<file path="config.mk">
export PLATFORM = sky130hd
export DESIGN_NAME = bfdh_mod
export DESIGN_NICKNAME = d
export VERILOG_FILES = /design/src/hw/rtl/bloom_filter_double_hash_assert.svh /design/src/hw/rtl/bfdh_pkg.sv /design/src/hw/rtl/bfdh_mod.sv
export SDC_FILE = /design/constraint.sdc
export NUM_CORES = 1
export LEC_CHECK = 0
export ABC_AREA = 0
export BUFFER_PORTS_ARGS = -buffer_cell sky130_fd_sc_hd__clkbuf_2
export CAP_MARGIN = 20
export CORE_MARGIN = 2
export CORE_UTILIZATION = 30
export DETAILED_ROUTE_END_ITERATION = 7
export GPL_TIMING_DRIVEN = 0
export PLACE_DENSITY = 0.62
export SLEW_MARGIN = 20
export SYNTH_ARGS = -nofsm -noshare
export SYNTH_HDL_FRONTEND = slang
export SYNTH_SLANG_ARGS = --single-unit
</file>
<file path="constraint.sdc">
create_clock -name clock -period 2.37 [get_ports clock]
set_clock_uncertainty 0.05 [all_clocks]
set_input_delay 0.1185 -clock clock [delete_from_list [all_inputs] [get_ports clock]]
set_output_delay 0.1185 -clock clock [all_outputs]
set_load 0.02 [all_outputs]
</file>
<file path="src/hw/rtl/bloom_filter_double_hash_assert.svh">
// Assertion macros shared by the bloom filter RTL.
`ifndef BLOOM_FILTER_DOUBLE_HASH_ASSERT_SVH
`define BLOOM_FILTER_DOUBLE_HASH_ASSERT_SVH

// Same-cycle implication, disabled while reset is high.
`define BFDH_ASSERT_IMPL(label, clk, rst, ante, cons) \
   label: assert property (@(posedge clk) disable iff (rst) (ante) |-> (cons)) \
      else $error("bfdh assertion failed");

// Next-cycle implication, disabled while reset is high.
`define BFDH_ASSERT_NEXT(label, clk, rst, ante, cons) \
   label: assert property (@(posedge clk) disable iff (rst) (ante) |=> (cons)) \
      else $error("bfdh assertion failed");

`endif

</file>
<file path="src/hw/rtl/bfdh_pkg.sv">
// Package: constants, payload types and state type of the bloom filter.
`default_nettype none

package bfdh_pkg;

   localparam int HASH_W      = 64;
   localparam int MAX_BITS    = 65536;
   localparam int MAX_PROBES  = 16;
   localparam int BYTE_W      = 8;
   localparam int SEL_W       = 3;
   localparam int CNT_W       = 17;
   localparam int PROBE_W     = 5;
   localparam int IDX_W       = $clog2(MAX_BITS);
   localparam int BYTE_AW     = IDX_W - SEL_W;
   localparam int STORE_BYTES = MAX_BITS / BYTE_W;
   localparam int PCNT_W      = $clog2(MAX_PROBES + 1);
   localparam int STEP_W      = $clog2(HASH_W);
   localparam int CSR_AW      = 3;
   localparam int CSR_DW      = 32;

   localparam logic REG_BIT_COUNT   = 1'b0;
   localparam logic REG_PROBE_COUNT = 1'b1;

   localparam logic REQ_INSERT = 1'b0;
   localparam logic REQ_TEST   = 1'b1;

   localparam logic [CNT_W-1:0]   BIT_COUNT_RST   = CNT_W'(MAX_BITS);
   localparam logic [PROBE_W-1:0] PROBE_COUNT_RST = PROBE_W'(7);

   typedef struct packed {
      logic              req_type;
      logic [HASH_W-1:0] base_hash;
      logic [HASH_W-1:0] step_hash;
   } req_item_type;

   typedef struct packed {
      logic present;
      logic was_test;
   } rsp_item_type;

   typedef enum logic [2:0] {
      ST_CLEAR,
      ST_IDLE,
      ST_DIV,
      ST_CHECK,
      ST_RESP
   } state_type;

endpackage

`default_nettype wire

</file>
<file path="src/hw/rtl/bfdh_mod.sv">
// Iterative remainder unit: 64-bit dividend modulo a 17-bit divisor, one bit a cycle.
`default_nettype none

module bfdh_mod (
   input  logic                         clock,
   input  logic                         reset,
   input  logic                         start,
   input  logic [bfdh_pkg::HASH_W-1:0]  dividend,
   input  logic [bfdh_pkg::CNT_W-1:0]   divisor,
   output logic                         done,
   output logic [bfdh_pkg::IDX_W-1:0]   remainder
);
   import bfdh_pkg::*;

   logic              active_ff, active_in;
   logic              done_ff, done_in;
   logic [STEP_W-1:0] cnt_ff, cnt_in;
   logic [HASH_W-1:0] dvd_ff, dvd_in;
   logic [CNT_W-1:0]  rem_ff, rem_in;
   logic [CNT_W:0]    trial;
   logic [CNT_W:0]    diff;

   always_comb begin
      trial     = {rem_ff, dvd_ff[HASH_W-1]};
      diff      = trial - {1'b0, divisor};
      active_in = active_ff;
      done_in   = 1'b0;
      cnt_in    = cnt_ff;
      dvd_in    = dvd_ff;
      rem_in    = rem_ff;
      if (start) begin
         active_in = 1'b1;
         cnt_in    = STEP_W'(HASH_W - 1);
         dvd_in    = dividend;
         rem_in    = '0;
      end else if (active_ff) begin
         // shift in the next dividend bit, subtract when it fits
         dvd_in = {dvd_ff[HASH_W-2:0], 1'b0};
         if (trial >= {1'b0, divisor}) begin
            rem_in = diff[CNT_W-1:0];
         end else begin
            rem_in = trial[CNT_W-1:0];
         end
         if (cnt_ff == '0) begin
            active_in = 1'b0;
            done_in   = 1'b1;
         end else begin
            cnt_in = cnt_ff - 1'b1;
         end
      end
   end

   always_ff @(posedge clock) begin
      if (reset) begin
         active_ff <= 1'b0;
         done_ff   <= 1'b0;
      end else begin
         active_ff <= active_in;
         done_ff   <= done_in;
      end
   end

   always_ff @(posedge clock) begin
      cnt_ff <= cnt_in;
      dvd_ff <= dvd_in;
      rem_ff <= rem_in;
   end

   assign done      = done_ff;
   assign remainder = rem_ff[IDX_W-1:0];

endmodule

`default_nettype wire
</file>
==> impl_results.md <==
* Setup TNS at -2.48 ns
* Data required, critical path at 2.58 ns
* Relative slew slack at 61.6%
* Share of cells above drive strength 1 at 46.5%
* Layout Area Growth over Synthesis at 32.4%
* Routed via count at 3457
* TritonCTS Buffers at 9
* DRC Markers at 0
* First-pass GRT wire length at 17800 um
* Most frequent cells in the layout: 99 x clkbuf_2, 64 x edfxtp_1, 63 x mux2_2
* FMAX at 389 MHz
* Reg clk slew, reported paths at 0.07 ns
* Post-Synth XOR/XNOR Area at 3.34%
* Pins Over Slew Limit at 0
* Top delay family on crit path: compound AO/OA/AOI/OAI gates
* Final worst slack at -0.204 ns
* Worst setup SP type: register
* Clock Latency Late Sink at 0.34 ns
* Mapped Nets at 508
* Yosys cell types at 44
* Dpl hpwl at 7910 um
* Clock power share at 37.0%
* Synth Area in Compound Gates at 10.0%
* Hold path depth at 2
* RSZ-0062 raised after global routing: true
* Place WS at -0.325 ns
* Drt first pass iters at 4
* Tot Pwr at 3.84 mW
* Leak at 2.52 nW
* NumNets Final at 639
* Post-Syn Instances at 404
* Iteration-0 DRC Markers at 147
* Worst path cell trace: inv_1 -> ha_2 -> inv_2 -> fa_2 -> a21o_1 -> a221oi_4 -> a2111o_2 -> and2_4 -> buf_8 -> nand2_1 -> a311oi_2
* Synthesized area at 4720 um^2
* Failing checks: setup timing
* Minimum clock period at 2.57 ns
* Synthesis-stage register bit count at 89
* Most common cell after layout, fill and taps aside: clkbuf_2
* Post-synthesis adder-cell area fraction at 5.46%
* Switching share of power at 23.7%
* Core area at 15300 um^2
* Crit path depth at 11
* Clock Sinks at 89
* Outcome: finished, violations left
* Mean area per synthesized cell at 11.7 um^2
* Power Internal at 2.93 mW
* Reg2Reg Depth at 11
* CTS tree: yes
* Final Cycle Share at 109%
* Largest net degree at the start of global routing at 24
* CP Max Fanout at 4
* CTS root buf: clkbuf_16
* Antenna Cells at 0
* GP Congestion at 0.886
* Initial cell density of the core at 30.8%
* Die Ht at 129 um
* Die Area at 16800 um^2
* Clk buf depth at 2
* Main flop type after synthesis: edfxtp_1
* Slowest CP cell: edfxtp_1
* Power per cell area at 613 nW/um^2
* WP data arrival at 2.78 ns
* Vias in the first global route at 3683
* Number of setup violations in the final report at 17
* Vias per inst at 4.60
* EDFF count, synth at 64
* Die Wd at 129 um
* Critical path endpoint category: register
* Ports at 101
* Kind of critical path: register to register
* Post-synthesis mux area share at 16.1%
* Worst vdd ir at 0.379 mV
* Wire per inst at 14.8 um
* Comb power frac at 14.1%
* Final ANT Viol Nets at 0
* Main combinational cell family by area after synthesis: multiplexers
* Sequential area share after synthesis at 51.3%
* Number of placement rows at 45
* Max cap viols at 0
* Share of power burned in registers at 48.9%
* Async S/R FF share, synth at 0%
* WL final at 11100 um
* Final hold viol count at 0
* Hold crit path type: input port to register
* Worst Path Buf+Inv at 3
* Crit path largest cell delay at 0.42 ns
* Total grt overflow at 0
* Simple-Gate Fraction of Synth Area at 8.26%
* H-tree Lvls at 3
* Worst Max-Slew Pin Slew at 0.571 ns
* I/O Buffers at 99
* Tot GR Track Use at 13.8%
* Initial antenna violation count at 0
* NetSw at 0.910 mW
* Synth Warn # at 0
==> registers in the layout, summed over array words and instances (netlist names) <==
| name | flops |
|---|---|
| rem_ff | 17 |
| done | 1 |
| cnt_ff | 6 |
| dvd_ff | 64 |
| active_ff | 1 |
==> metal layers <==
| metal | vias to the layer above | global-route usage, % | wire length [um] | part of all wire (%) |
|---|---|---|---|---|
| met4 | 0 | 4.81 | 210 | 1.9 |
| met2 | 81 | 23.4 | 5490 | 49 |
| met5 | - | 0 | 0 | 0 |
| li1 | 1724 | - | - | - |
| met1 | 1636 | 16.8 | 4820 | 43 |
| met3 | 16 | 3.96 | 611 | 5.5 |
==> path summary, 6_finish.rpt <==
path | start | endpoint | slack (ns)
setup / recovery | dvd_ff[63] | rem_ff[5] | -0.20
hold / removal | dividend[0] | dvd_ff[0] | 0.02
setup reg to reg | dvd_ff[63] | rem_ff[5] | -0.20
hold reg to reg | rem_ff[7] | rem_ff[7] | 0.46
==> logic make-up (layout without fill, tap and decap cells) <==
logic type	Yosys count	after routing
flip-flops	89	89
adder cells (fa/ha/maj)	20	20
multiplexers	68	68
AND/OR/NAND/NOR	84	85
XOR/XNOR	18	18
AO/OA/AOI/OAI	73	73
buffers and inverters	52	187
==> final cells by class <==
class | count | area (um^2)
Clock inverter | 7 | 70.1
Multi-Input combinational cell | 264 | 2270
Fill cell | 1501 | 9060
Sequential cell | 89 | 2430
Tap cell | 211 | 264
Timing Repair inverter | 1 | 5.00
Clock buffer | 9 | 225
Buffer | 29 | 181
Timing Repair Buffer | 118 | 724
Inverter | 23 | 90.1
==> repair_timing <==
action | CTS | global route
hold buffers | 1 | 0
setup endpoints to repair | 40 | 40
endpoints found under the hold margin | 2 | 0
buffers inserted | 13 | 3
gates resized for setup | 37 | 8
gates cloned | 2 | 0
pin swaps | 14 | 4
==> synthesized netlist by cell type (3+ instances only) <==
library cell / count / share of area, %
nand2_1: 34 / 2.7
clkbuf_1: 11 / 0.87
nor2_1: 18 / 1.4
a211oi_1: 3 / 0.48
and3_1: 3 / 0.40
a32oi_1: 6 / 1.1
xnor2_1: 12 / 2.2
o21ai_0: 17 / 1.8
a21oi_1: 22 / 2.3
a311oi_1: 4 / 0.74
nand2b_1: 8 / 1.1
nand2_2: 3 / 0.40
xor2_1: 6 / 1.1
nor3_1: 4 / 0.42
o21ai_1: 4 / 0.42
nand3_1: 4 / 0.42
edfxtp_1: 64 / 41
mux2_2: 63 / 15
ha_1: 19 / 5.0
o21a_1: 4 / 0.64
mux2i_1: 5 / 1.1
inv_1: 23 / 1.8
buf_4: 16 / 2.5
dfxtp_1: 25 / 11
o211ai_1: 3 / 0.48
==> stage by stage <==
| stage | cells | area [um^2] | util [%] | hold slack [ns] |
|---|---|---|---|---|
| after floorplan | 404 | 4740 | - | 0.141 |
| final | 751 | 6250 | 40.8 | 0.0198 |
| after detailed placement | 716 | 5560 | 36.3 | 0.254 |
| after CTS | 748 | 6190 | 40.4 | 0.0112 |
| after global routing | 751 | 6250 | 40.8 | 0.0102 |
| after global placement | 714 | 5500 | 35.9 | 0.251 |
==> power groups by stage <==
stage	Sequential [mW]	Combinational, mW	Clock (mW)
floorplan	1.89	0.335	0
global placement	1.91	0.464	0
detailed placement	1.91	0.494	0
CTS	1.88	0.530	1.47
global route	1.89	0.599	1.53
finish	1.88	0.542	1.42
Note: power is estimated with default switching activity, not from simulation.
